--- src/design/bqc_pkg.sv ---
// Package for the cascaded biquad filter: widths, microcode word layout,
// the sequencer program and the fixed coefficient table.
// No dependencies; used by every module of the block.
package bqc_pkg;

  // Default number of sections and the fixed field widths.
  localparam int unsigned SectionsDef = 5;
  localparam int unsigned SectionsMax = 8;
  localparam int unsigned SampleW     = 16;
  localparam int unsigned DataW       = 32;
  localparam int unsigned AccW        = 64;
  localparam int unsigned PcW         = 3;
  localparam int unsigned RomSecW     = 3;

  // Operand selected for the multiplier.
  typedef enum logic [2:0] {
    OPND_X  = 3'd0,
    OPND_X1 = 3'd1,
    OPND_X2 = 3'd2,
    OPND_Y1 = 3'd3,
    OPND_Y2 = 3'd4
  } opnd_e;

  // Coefficient selected within the current section's row.
  typedef enum logic [2:0] {
    COEF_B0 = 3'd0,
    COEF_B1 = 3'd1,
    COEF_B2 = 3'd2,
    COEF_A1 = 3'd3,
    COEF_A2 = 3'd4
  } coef_e;

  // Accumulator operation on the registered product.
  typedef enum logic [1:0] {
    ACC_HOLD = 2'd0,
    ACC_LOAD = 2'd1,
    ACC_ADD  = 2'd2,
    ACC_SUB  = 2'd3
  } acc_e;

  // One microcode control word.
  typedef struct packed {
    opnd_e          opnd;
    coef_e          coef;
    acc_e           acc;
    logic           commit;   // round, saturate, shift history, next section
    logic           done;     // final rounding and result hand-off
    logic [PcW-1:0] jump_tgt; // target taken at commit while sections remain
  } uword_t;

  // Program step names.
  localparam logic [PcW-1:0] StepSecStart = 3'd0;

  localparam uword_t UwordIdle = '{
    opnd: OPND_X, coef: COEF_B0, acc: ACC_HOLD, commit: 1'b0, done: 1'b0,
    jump_tgt: StepSecStart
  };

  // The program. The multiplier result is registered, so each product is
  // accumulated in the step after the one that issues it.
  function automatic uword_t ucode(logic [PcW-1:0] pc);
    uword_t w;
    w = UwordIdle;
    case (pc)
      3'd0: begin
        w.opnd = OPND_X;  w.coef = COEF_B0; w.acc = ACC_HOLD;
      end
      3'd1: begin
        w.opnd = OPND_X1; w.coef = COEF_B1; w.acc = ACC_LOAD;
      end
      3'd2: begin
        w.opnd = OPND_X2; w.coef = COEF_B2; w.acc = ACC_ADD;
      end
      3'd3: begin
        w.opnd = OPND_Y1; w.coef = COEF_A1; w.acc = ACC_ADD;
      end
      3'd4: begin
        w.opnd = OPND_Y2; w.coef = COEF_A2; w.acc = ACC_SUB;
      end
      3'd5: begin
        w.acc = ACC_SUB;
      end
      3'd6: begin
        w.commit   = 1'b1;
        w.jump_tgt = StepSecStart;
      end
      3'd7: begin
        w.done = 1'b1;
      end
      default: begin
        w = UwordIdle;
      end
    endcase
    return w;
  endfunction

  // Coefficients in Q3.29. Sections beyond the fifth pass the signal through.
  localparam logic signed [DataW-1:0] CoefOne = 32'sd536870912;

  function automatic logic signed [DataW-1:0] coef_rom(logic [RomSecW-1:0] sec,
                                                       coef_e idx);
    logic signed [DataW-1:0] b0, b1, b2, a1, a2;
    logic signed [DataW-1:0] c;
    b0 = CoefOne;
    b1 = '0;
    b2 = '0;
    a1 = '0;
    a2 = '0;
    case (sec)
      3'd0: begin
        b0 = 32'sd1421956;   b1 = 32'sd2843913;    b2 = 32'sd1421956;
        a1 = -32'sd518076532; a2 = 32'sd166719372;
      end
      3'd1: begin
        b1 = 32'sd1073741824; b2 = CoefOne;
        a1 = -32'sd636635003; a2 = 32'sd358636281;
      end
      3'd2: begin
        b2 = -32'sd536870912;
        a1 = -32'sd759250124; a2 = 32'sd234832153;
      end
      3'd3: begin
        b1 = -32'sd1073741824; b2 = CoefOne;
        a1 = -32'sd1039092685; a2 = 32'sd503127652;
      end
      3'd4: begin
        b1 = -32'sd1073741824; b2 = CoefOne;
        a1 = -32'sd1061021639; a2 = 32'sd524982029;
      end
      default: begin
        b0 = CoefOne;
      end
    endcase
    case (idx)
      COEF_B0: c = b0;
      COEF_B1: c = b1;
      COEF_B2: c = b2;
      COEF_A1: c = a1;
      COEF_A2: c = a2;
      default: c = '0;
    endcase
    return c;
  endfunction

endpackage

--- src/design/bqc_sequencer.sv ---
// Microcode sequencer: step counter, section counter and program ROM.
// Depends on bqc_pkg for the control word and the program.
module bqc_sequencer #(
  parameter int unsigned SECTIONS = bqc_pkg::SectionsDef,
  localparam int unsigned SecW = (SECTIONS > 1) ? $clog2(SECTIONS) : 1
) (
  input  logic               clk_i,
  input  logic               rst_ni,
  input  logic               start_i,
  input  logic               stall_i,
  output logic               busy_o,
  output logic [SecW-1:0]    sec_o,
  output bqc_pkg::uword_t    ctrl_o
);
  import bqc_pkg::*;

  localparam logic [SecW-1:0] SecLast = SecW'(SECTIONS - 1);

  logic           busy_q, busy_d;
  logic [PcW-1:0] pc_q, pc_d;
  logic [SecW-1:0] sec_q, sec_d;
  uword_t         word;

  // Control word of the current step; idle word while nothing is running.
  always_comb begin
    word = busy_q ? ucode(pc_q) : UwordIdle;
  end

  // Step and section advance, with the loop back over sections.
  always_comb begin
    busy_d = busy_q;
    pc_d   = pc_q;
    sec_d  = sec_q;
    if (start_i) begin
      busy_d = 1'b1;
      pc_d   = StepSecStart;
      sec_d  = '0;
    end else if (busy_q) begin
      if (word.commit) begin
        if (sec_q != SecLast) begin
          sec_d = sec_q + 1'b1;
          pc_d  = word.jump_tgt;
        end else begin
          pc_d = pc_q + 1'b1;
        end
      end else if (word.done) begin
        if (!stall_i) begin
          busy_d = 1'b0;
        end
      end else begin
        pc_d = pc_q + 1'b1;
      end
    end
  end

  always_ff @(posedge clk_i or negedge rst_ni) begin
    if (!rst_ni) begin
      busy_q <= 1'b0;
      pc_q   <= StepSecStart;
      sec_q  <= '0;
    end else begin
      busy_q <= busy_d;
      pc_q   <= pc_d;
      sec_q  <= sec_d;
    end
  end

  assign busy_o = busy_q;
  assign sec_o  = sec_q;
  assign ctrl_o = word;

endmodule

--- src/design/bqc_datapath.sv ---
// Datapath: section history, shared multiplier and accumulator, rounding
// and saturation. Driven by the control word from bqc_sequencer; uses bqc_pkg.
module bqc_datapath #(
  parameter int unsigned SECTIONS = bqc_pkg::SectionsDef,
  localparam int unsigned SecW = (SECTIONS > 1) ? $clog2(SECTIONS) : 1
) (
  input  logic                                 clk_i,
  input  logic                                 rst_ni,
  input  logic                                 start_i,
  input  logic                                 clear_i,
  input  logic signed [bqc_pkg::SampleW-1:0]   sample_i,
  input  bqc_pkg::uword_t                      ctrl_i,
  input  logic [SecW-1:0]                      sec_i,
  output logic signed [bqc_pkg::SampleW-1:0]   sample_o,
  output logic                                 clipped_o
);
  import bqc_pkg::*;

  localparam int unsigned RndW = AccW - 29;   // width after the shift by 29
  localparam int unsigned FinW = DataW + 1;

  // Section history, Q8.24.
  logic signed [DataW-1:0] x1_q [SECTIONS];
  logic signed [DataW-1:0] x2_q [SECTIONS];
  logic signed [DataW-1:0] y1_q [SECTIONS];
  logic signed [DataW-1:0] y2_q [SECTIONS];

  logic signed [DataW-1:0] x_q;      // input of the current section
  logic signed [AccW-1:0]  prod_q;
  logic signed [AccW-1:0]  acc_q, acc_d;
  logic                    clip_q;

  logic signed [DataW-1:0] opnd;
  logic signed [DataW-1:0] coef;
  logic signed [AccW-1:0]  rnd_sum;
  logic signed [RndW-1:0]  rnd_val;
  logic signed [DataW-1:0] sec_y;
  logic                    sec_sat;
  logic signed [FinW-1:0]  fin_sum;
  logic signed [FinW-10:0] fin_val;
  logic                    fin_sat;

  // Operand and coefficient selection for the multiplier.
  always_comb begin
    case (ctrl_i.opnd)
      OPND_X:  opnd = x_q;
      OPND_X1: opnd = x1_q[sec_i];
      OPND_X2: opnd = x2_q[sec_i];
      OPND_Y1: opnd = y1_q[sec_i];
      OPND_Y2: opnd = y2_q[sec_i];
      default: opnd = '0;
    endcase
    coef = coef_rom(RomSecW'(sec_i), ctrl_i.coef);
  end

  // Accumulator update from the registered product.
  always_comb begin
    case (ctrl_i.acc)
      ACC_HOLD: acc_d = acc_q;
      ACC_LOAD: acc_d = prod_q;
      ACC_ADD:  acc_d = acc_q + prod_q;
      ACC_SUB:  acc_d = acc_q - prod_q;
      default:  acc_d = acc_q;
    endcase
  end

  // Section output: round half up to Q8.24, then saturate to 32 bits.
  always_comb begin
    rnd_sum = acc_q + (AccW'(1) <<< 28);
    rnd_val = rnd_sum[AccW-1:29];
    sec_sat = (rnd_val[RndW-1:DataW-1] != {(RndW-DataW+1){rnd_val[RndW-1]}});
    if (sec_sat) begin
      sec_y = rnd_val[RndW-1] ? {1'b1, {(DataW-1){1'b0}}} : {1'b0, {(DataW-1){1'b1}}};
    end else begin
      sec_y = rnd_val[DataW-1:0];
    end
  end

  // Final output: round half up to Q1.15, then saturate to 16 bits.
  always_comb begin
    fin_sum = {x_q[DataW-1], x_q} + FinW'(256);
    fin_val = fin_sum[FinW-1:9];
    fin_sat = (fin_val[FinW-10:SampleW-1] != {(FinW-9-SampleW+1){fin_val[FinW-10]}});
    if (fin_sat) begin
      sample_o = fin_val[FinW-10] ? {1'b1, {(SampleW-1){1'b0}}}
                                  : {1'b0, {(SampleW-1){1'b1}}};
    end else begin
      sample_o = fin_val[SampleW-1:0];
    end
    clipped_o = clip_q | fin_sat;
  end

  // Multiplier and accumulator registers; payload only, no reset needed.
  always_ff @(posedge clk_i) begin
    prod_q <= AccW'(opnd) * AccW'(coef);
    acc_q  <= acc_d;
  end

  // Current section input and the running saturation flag.
  always_ff @(posedge clk_i) begin
    if (start_i) begin
      x_q    <= {{(DataW-SampleW-9){sample_i[SampleW-1]}}, sample_i, 9'd0};
      clip_q <= 1'b0;
    end else if (ctrl_i.commit) begin
      x_q    <= sec_y;
      clip_q <= clip_q | sec_sat;
    end
  end

  // History: cleared by reset and by the clear command, shifted at commit.
  always_ff @(posedge clk_i or negedge rst_ni) begin
    if (!rst_ni) begin
      for (int i = 0; i < SECTIONS; i++) begin
        x1_q[i] <= '0;
        x2_q[i] <= '0;
        y1_q[i] <= '0;
        y2_q[i] <= '0;
      end
    end else if (clear_i) begin
      for (int i = 0; i < SECTIONS; i++) begin
        x1_q[i] <= '0;
        x2_q[i] <= '0;
        y1_q[i] <= '0;
        y2_q[i] <= '0;
      end
    end else if (ctrl_i.commit) begin
      x2_q[sec_i] <= x1_q[sec_i];
      x1_q[sec_i] <= x_q;
      y2_q[sec_i] <= y1_q[sec_i];
      y1_q[sec_i] <= sec_y;
    end
  end

endmodule

--- src/design/biquad_cascade_iir_filter_unit.sv ---
// Top level of the cascaded biquad IIR filter: handshakes and result register.
// Instantiates bqc_sequencer and bqc_datapath; uses bqc_pkg.
//
// Filters signed Q1.15 samples through SECTIONS direct-form-I biquad sections
// (default five, a fixed Butterworth band-pass) with Q3.29 coefficients and
// Q8.24 history, saturating every section output and the final 16-bit result;
// clipped_o reports any saturation. A transfer with func_i high clears all
// section history and gives no result. While a filter transfer keeps the
// block busy, one shared 32 x 32 multiplier with its accumulator does the
// five products of each section, one step per cycle from the microcode
// program, then one step subtracts the last registered product and a
// rounding step follows, and one further step forms the output. in_ready_o
// is high whenever no sample is being worked on, also while a result waits
// in the output register; the final step waits only if that register is
// still full.
module biquad_cascade_iir_filter_unit #(
  parameter int unsigned SECTIONS = bqc_pkg::SectionsDef
) (
  input  logic                               clk_i,
  input  logic                               rst_ni,
  input  logic                               in_valid_i,
  output logic                               in_ready_o,
  input  logic                               func_i,
  input  logic signed [bqc_pkg::SampleW-1:0] sample_in_i,
  output logic                               out_valid_o,
  input  logic                               out_ready_i,
  output logic signed [bqc_pkg::SampleW-1:0] sample_out_o,
  output logic                               clipped_o
);
  import bqc_pkg::*;

  localparam int unsigned SecW = (SECTIONS > 1) ? $clog2(SECTIONS) : 1;

  logic                      busy;
  logic [SecW-1:0]           sec;
  uword_t                    ctrl;
  logic                      in_xfer;
  logic                      start;
  logic                      clear;
  logic                      stall;
  logic                      load;
  logic signed [SampleW-1:0] dp_sample;
  logic                      dp_clipped;

  logic                      out_valid_q;
  logic signed [SampleW-1:0] sample_out_q;
  logic                      clipped_q;

  // Input side: an item is taken whenever no sample is in progress.
  assign in_ready_o = !busy;
  assign in_xfer    = in_valid_i && in_ready_o;
  assign start      = in_xfer && !func_i;
  assign clear      = in_xfer && func_i;

  // The final step waits while an earlier result has not been taken.
  assign stall = out_valid_q && !out_ready_i;
  assign load  = ctrl.done && !stall;

  bqc_sequencer #(
    .SECTIONS(SECTIONS)
  ) u_seq (
    .clk_i  (clk_i),
    .rst_ni (rst_ni),
    .start_i(start),
    .stall_i(stall),
    .busy_o (busy),
    .sec_o  (sec),
    .ctrl_o (ctrl)
  );

  bqc_datapath #(
    .SECTIONS(SECTIONS)
  ) u_dp (
    .clk_i    (clk_i),
    .rst_ni   (rst_ni),
    .start_i  (start),
    .clear_i  (clear),
    .sample_i (sample_in_i),
    .ctrl_i   (ctrl),
    .sec_i    (sec),
    .sample_o (dp_sample),
    .clipped_o(dp_clipped)
  );

  // Output register and its valid flag.
  always_ff @(posedge clk_i or negedge rst_ni) begin
    if (!rst_ni) begin
      out_valid_q <= 1'b0;
    end else if (load) begin
      out_valid_q <= 1'b1;
    end else if (out_ready_i) begin
      out_valid_q <= 1'b0;
    end
  end

  always_ff @(posedge clk_i) begin
    if (load) begin
      sample_out_q <= dp_sample;
      clipped_q    <= dp_clipped;
    end
  end

  assign out_valid_o  = out_valid_q;
  assign sample_out_o = sample_out_q;
  assign clipped_o    = clipped_q;

`ifndef SYNTH
  // A filter transfer starts the program on the next cycle.
  a_start_busy: assert property (@(posedge clk_i) disable iff (!rst_ni)
    start |=> busy)
    else $error("filter transfer did not start the sequencer");

  // A result is loaded only from the final step of a running program.
  a_load_done: assert property (@(posedge clk_i) disable iff (!rst_ni)
    load |-> busy && !ctrl.commit)
    else $error("result loaded outside the final step");

  // A clear command never produces a result.
  a_clear_quiet: assert property (@(posedge clk_i) disable iff (!rst_ni)
    clear && !out_valid_o |=> !out_valid_o && !busy)
    else $error("clear command produced a result or started work");

  // The section counter never passes the last section.
  a_sec_range: assert property (@(posedge clk_i) disable iff (!rst_ni)
    busy |-> (sec <= SecW'(SECTIONS - 1)))
    else $error("section counter out of range");
`endif

endmodule
--- config.mk ---
export PLATFORM = sky130hd
export DESIGN_NAME = biquad_cascade_iir_filter_unit
export DESIGN_NICKNAME = d
export VERILOG_FILES = /design/src/design/bqc_pkg.sv /design/src/design/bqc_sequencer.sv /design/src/design/bqc_datapath.sv /design/src/design/biquad_cascade_iir_filter_unit.sv
export SDC_FILE = /design/constraint.sdc
export NUM_CORES = 2
export LEC_CHECK = 0
export BUFFER_PORTS_ARGS = -buffer_cell sky130_fd_sc_hd__buf_2
export CAP_MARGIN = 20
export CORE_AREA = 5 5 479 481
export DETAILED_ROUTE_END_ITERATION = 7
export DIE_AREA = 0 0 484 486
export GPL_ROUTABILITY_DRIVEN = 0
export PLACE_DENSITY = 0.46
export SLEW_MARGIN = 20
export SYNTH_ARGS = -nofsm -noshare
export SYNTH_HDL_FRONTEND = slang
export SYNTH_SLANG_ARGS = --single-unit
--- constraint.sdc ---
create_clock -name clk_i -period 12.98 [get_ports clk_i]
set_input_delay 1.947 -clock clk_i [delete_from_list [all_inputs] [get_ports clk_i]]
set_output_delay 1.947 -clock clk_i [all_outputs]
set_load 0.005 [all_outputs]
Word level (Yosys, flattened, before mapping)
Cells that the tools add are included.
- add/sub/neg operators: 6
- $mul: 1
- divide/modulo/power cells: 0
- $lt $le $gt $ge: 2
- equality and inequality tests: 26
- shifts and indexed selects: 0
- multiplexer cells: 61
- bitwise gates (word level): 3
- reduce and logical (&&, ||, !) cells: 25
- operator list (cell ; count):
    $mux W160 ; 8
    $bwmux W160 ; 4
    $pmux W32 S5 ; 3
    $mux W32 ; 13
    $bmux W32 S3 ; 4
    $pmux W32 S3 ; 2
    $pmux W64 S3 ; 1
    $pmux W29 S5 ; 1
    $demux W32 S3 ; 1
    $add A64 B30 Y64 const B ; 1
    $add A64 B64 Y64 ; 1
    $mul A32 B32 Y64 ; 1
    $sub A64 B64 Y64 ; 1
    $add A32 B10 Y33 const B ; 1
    $mux W16 ; 2
    $mux W30 ; 1
    $mux W3 ; 9
    $eq A3 B2 Y1 const B ; 8
    $pmux W6 S4 ; 1
    $eq A3 B3 Y1 const B ; 7
    $mux W13 ; 1
    $eq A3 B1 Y1 const B ; 4
    $reduce_bool A2 Y1 ; 5
    $logic_not A3 Y1 ; 3
    other kinds (20) ; 41
- register bits after elaboration: 826
- bits in latches: 0
- memory bits (writable): 0
- ROM bits: 0
- input port bits: 21
- output and inout port bits: 19
- memories: 0

Longest topological paths before layout
- depth in word-level cells: 8
- mapped depth: 42
- gate-level depth less buffers: 37

Modules after synthesis
Synthesis repeated with hierarchy kept, for this count alone.
- cells, all modules: 8323
- area total of the unflattened synthesis: 78705.5 um^2
- modules (own cells, without submodules) (module ; instances ; cells each ; area an instance (um^2) ; sequential area each (um^2)):
    bqc_datapath ; 1 ; 8229 ; 77506.8 ; 20109.3
    bqc_sequencer ; 1 ; 69 ; 613.1 ; 175.2
    biquad_cascade_iir_filter_unit ; 1 ; 25 ; 585.6 ; 535.5

Least setup slack after synthesis
OpenSTA, ideal clock, no wires.
- path type: flip-flop to flip-flop
- start: reg u_seq.sec_q[0], in the netlist u_seq.sec_o[0]
- end: reg u_dp.prod_q[63]
- setup time: 0.091 ns
- arrival time: 9.835 ns
- slack: 3.054 ns
- cell stages (with the launch flop): 41
- path buffers: 4
- clock period less this slack: 9.926 ns
- cells stage by stage: dfrtp_1 > buf_2 > inv_1 > clkbuf_1 > clkbuf_1 > ha_1 > nor2_1 > or2_2 > nand2_1 > o21ai_1 > nand2_1 > a22oi_1 > nor2_1 > a21oi_1 > clkbuf_1 > nor2_1 > fa_1 > inv_1 > (+5 left out) > inv_1 > fa_1 > fa_1 > fa_1 > inv_1 > fa_1 > inv_1 > ha_1 > nand4_1 > a2111oi_0 > nand2_1 > a31oi_1 > a2111oi_0 > nor2_1 > a2111oi_1 > o31a_1 > o31a_1 > a311oi_1
- longest elaborated chain between the ends: 6
- elaborated cells on any way between the ends: 28
- classes of those cells: 1 x mul; 4 x eq/ne; 19 x mux; 1 x bitwise; 3 x reduce/logical
- ends and longest elaborated chain (what ; RTL line ; text):
    start, declared ; bqc_sequencer.sv:21 ; logic [SecW-1:0] sec_q, sec_d;
    start signal, assigned ; bqc_sequencer.sv:60 ; sec_q <= '0;
    start signal, assigned ; bqc_sequencer.sv:64 ; sec_q <= sec_d;
    $not A3 Y4 (implied by the code) ; - ;
    $bmux W32 S3 (on tied branches) ; - ;
    $mux W32 (on tied branches) (2 in series) ; - ;
    $pmux W32 S5 ; bqc_datapath.sv:45 ; case (ctrl_i.opnd)
    $mul A32 B32 Y64 (*) ; bqc_datapath.sv:95 ; prod_q <= AccW'(opnd) * AccW'(coef);
    end signal, assigned ; bqc_datapath.sv:95 ;
    end, declared ; bqc_datapath.sv:29 ; logic signed [AccW-1:0] prod_q;
Every way passes the cells marked *; elsewhere a longest branch is shown, timed or not. The select of a mux whose other input is x is not followed.
A chain may end at the register's enable or synchronous reset.

Worst setup path in the final report
Ends and elaborated chain as after synthesis.

==> flow_metrics.tcl <==
set metrics [dict create \
    synth_largest_area_cell "fa_1" \
    core-area_um2 224000 \
    worstPathMaxFanout 18 \
    crit_slowest_cell "o21ai_2" \
    mostFrequentLayoutCell "nand2_1" \
    ys_warn_count 0 \
    synth_compound_area_share_pct 13.8 \
    startpoint "u_seq.sec_o[0]$_DFFE_PN0P_" \
    clk_pin_slew_worst_paths_ns 0.06 \
    crit_path_start_kind "flop" \
    start_util_pct 34.9 \
    finalSetupTns_ns 0 \
    slew_headroom_pct 18.9 \
    cts.repair.resized 0 \
    grt_max_degree 208 \
    grt_pass1_wl_um 452000 \
    synth_area_per_cell_um2 9.16 \
    ys_seq_area_share_pct 26.6 \
    regToRegEndpoint "u_dp.prod_q[63]$_DFF_P_" \
    cts_buffer_depth 3 \
    vias 63300 \
    htreeDepth 3 \
    tightest_slew_ns 1.22 \
    wire_per_inst_um 26.5 \
    synthFlopType "dfrtp_1" \
    grt.total_usage_pct 25.6 \
    synth_cells 8551 \
    cts_root_buf "clkbuf_16" \
    synth_fp_nets 9916 \
    layout_common_cells "nand2_1 (1126), inv_1 (1100), fa_1 (1084), nor2_1 (716), dfrtp_1 (645)" \
    synthXorXnorAreaFrac_pct 2.62 \
    vias_per_cell 5.53 \
    first_pass_iters 6 \
    hpwlAfterDp_um 226000 \
    finalClockSkew_ns 0.0664 \
    cts_inserted_buffers 99 \
    crit_required_ns 13.59 \
    grt_pass1_vias 65400 \
    cts_tree "done" \
    rr_worst_depth 34 \
    fillerInstances 22700 \
    antenna_found_initial 14 \
    io_buffers 39 \
    synthTopCellsByArea "fa_1 (28%), dfrtp_1 (21%), nand2_1 (5.4%), inv_1 (5.3%), ha_1 (4.2%)" \
    synth_top_family_by_area "adder cells" \
    drtAntennaViolNets 0 \
    min_period_ns 11.97 \
    slowest_delay_ns 0.83 \
    drv_cap 0 \
    setup_violations 0 \
    hold_violations 0 \
    path_common_cell "fa_1" \
    cts_sinks 826 \
    r2r_slack_ns 1.01 \
    synth_edf_count 104 \
    pin_count 40 \
    synthAdderAreaFrac_pct 31.9 \
    drc_errors 0 \
    crit_end "u_dp.prod_q[63]$_DFF_P_" \
    min_path_type "reg2reg" \
    syn2layout_area_growth_pct 9.89 \
    status "finished clean" \
    cts_hold_buf 0 \
    maxSlewViolCount 0 \
    period_share_pct 92.2 \
    die_y_um 486 \
    synth_mux_area_share_pct 2.27 \
    crit_arrival_ns 12.58 \
    fmax_ghz 0.0835 \
    grt_overflow 0 \
    drtIter0Drc 6016 \
    synth-simple-area-share_pct 14.6 \
    yosysTopAreaCellShare_pct 27.7 \
    final_net_count 9736 \
    synthesis.area_um2 78300 \
    rsz0062_at_grt "false" \
    drive_gt1_share_pct 7.63 \
    synth-seq-cells 826 \
    std_cell_rows 174 \
    crit_type "reg2reg" \
    wirelength_um 304000 \
    die_w_um 484 \
    async_flop_share_pct 78.5 \
    post_cts_buffers 0 \
    rr_startpoint "u_seq.sec_o[0]$_DFFE_PN0P_" \
    clock_latency_ns 0.76 \
    dieArea_um2 235000 \
    critical_path.endpoint_type "flop" \
    synth_cell_types 90 \
]
metrics by stage:
step	util [%]	cell area [um^2]	cells	setup slack, ns	hold slack, ns
floorplan	-	78300	8551	3.05	0.434
global placement	36.8	82500	11300	1.23	0.460
detailed placement	36.8	82500	11300	1.15	0.465
CTS	38.3	85900	11400	1.11	0.477
global route	38.4	86000	11400	0.461	0.507
finish	38.4	86000	11500	1.01	0.480
metal layers:
layer	wire (um)	track usage, %
met5	0	0
met4	11600	8.62
met3	20900	3.59
met2	136000	40.4
met1	135000	36.4
worst min path at each step:
stage / startpoint / endpoint / slack [ns] / depth (start not counted)
final: u_dp.y1_q[0]$_DFFE_PN0P_ / u_dp.y1_q[0]$_DFFE_PN0P_ / 0.48 / 2
after global routing: u_dp.y1_q[0]$_DFFE_PN0P_ / u_dp.y1_q[0]$_DFFE_PN0P_ / 0.51 / 2
after CTS: u_dp.y1_q[0]$_DFFE_PN0P_ / u_dp.y1_q[0]$_DFFE_PN0P_ / 0.48 / 2
after detailed placement: u_dp.y1_q[0]$_DFFE_PN0P_ / u_dp.y1_q[0]$_DFFE_PN0P_ / 0.47 / 2
after global placement: u_dp.clip_q$_SDFFE_PP0P_ / u_dp.clip_q$_SDFFE_PP0P_ / 0.46 / 2
after floorplan: u_dp.clip_q$_SDFFE_PP0P_ / u_dp.clip_q$_SDFFE_PP0P_ / 0.43 / 2
layout make-up:
class,count,area (um^2),area share (%)
clock inverter,26,379,0.441
multi-input combinational,6042,51500,59.9
sequential,826,20800,24.2
timing repair buffer,295,2290,2.66
inverter,1107,4160,4.83
clock buffer,157,3090,3.60
antenna,8,20.0,0.0233
tap,2992,3740,4.35
synth_stat cells, drive strengths merged, types with 34 or more instances:
| cell type | n |
|---|---|
| a211oi | 34 |
| a21o | 97 |
| a21oi | 354 |
| a22o | 151 |
| a22oi | 85 |
| and2 | 36 |
| and3 | 55 |
| buf | 123 |
| clkbuf | 453 |
| dfrtp | 648 |
| dfxtp | 74 |
| edfxtp | 104 |
| fa | 1084 |
| ha | 260 |
| inv | 1102 |
| mux2i | 64 |
| mux4 | 48 |
| nand2 | 1128 |
| nand3 | 503 |
| nand4 | 38 |
| nor2 | 737 |
| nor3 | 59 |
| o211ai | 44 |
| o21ai | 625 |
| o21bai | 34 |
| o22a | 46 |
| o22ai | 39 |
| xnor2 | 147 |
| xor2 | 87 |
kinds of logic after synthesis:
logic type               Yosys count
buffers and inverters           1683
flip-flops                       826
adder cells (fa/ha/maj)         1344
AND/OR/NAND/NOR                 2668
AO/OA/AOI/OAI                   1679
multiplexers                     117
XOR/XNOR                         234
worst max-delay path: cells and delay by family, from the launching register on:
kind / cells / cell delay (ns)
fa+ha+maj: 10 / 5.04
compound gates: 8 / 2.60
simple gates: 8 / 2.23
buf+inv: 8 / 1.31
flops: 1 / 0.66
sequential cells by signal, indices dropped and copies added (netlist names):
name	count
sample_out_o	16
u_dp.x2_q	160
clipped_o	1
out_valid_o	1
u_dp.x1_q	160
u_dp.clip_q	1
u_dp.y2_q	160
u_dp.x_q	32
u_dp.acc_q	64
u_seq.pc_q	3
u_seq.busy_o	1
u_seq.sec_o	3
u_dp.y1_q	160
u_dp.prod_q	64
Power is not shown: default switching activity piles up to over one toggle a cycle in this logic, so the estimate is an artifact.
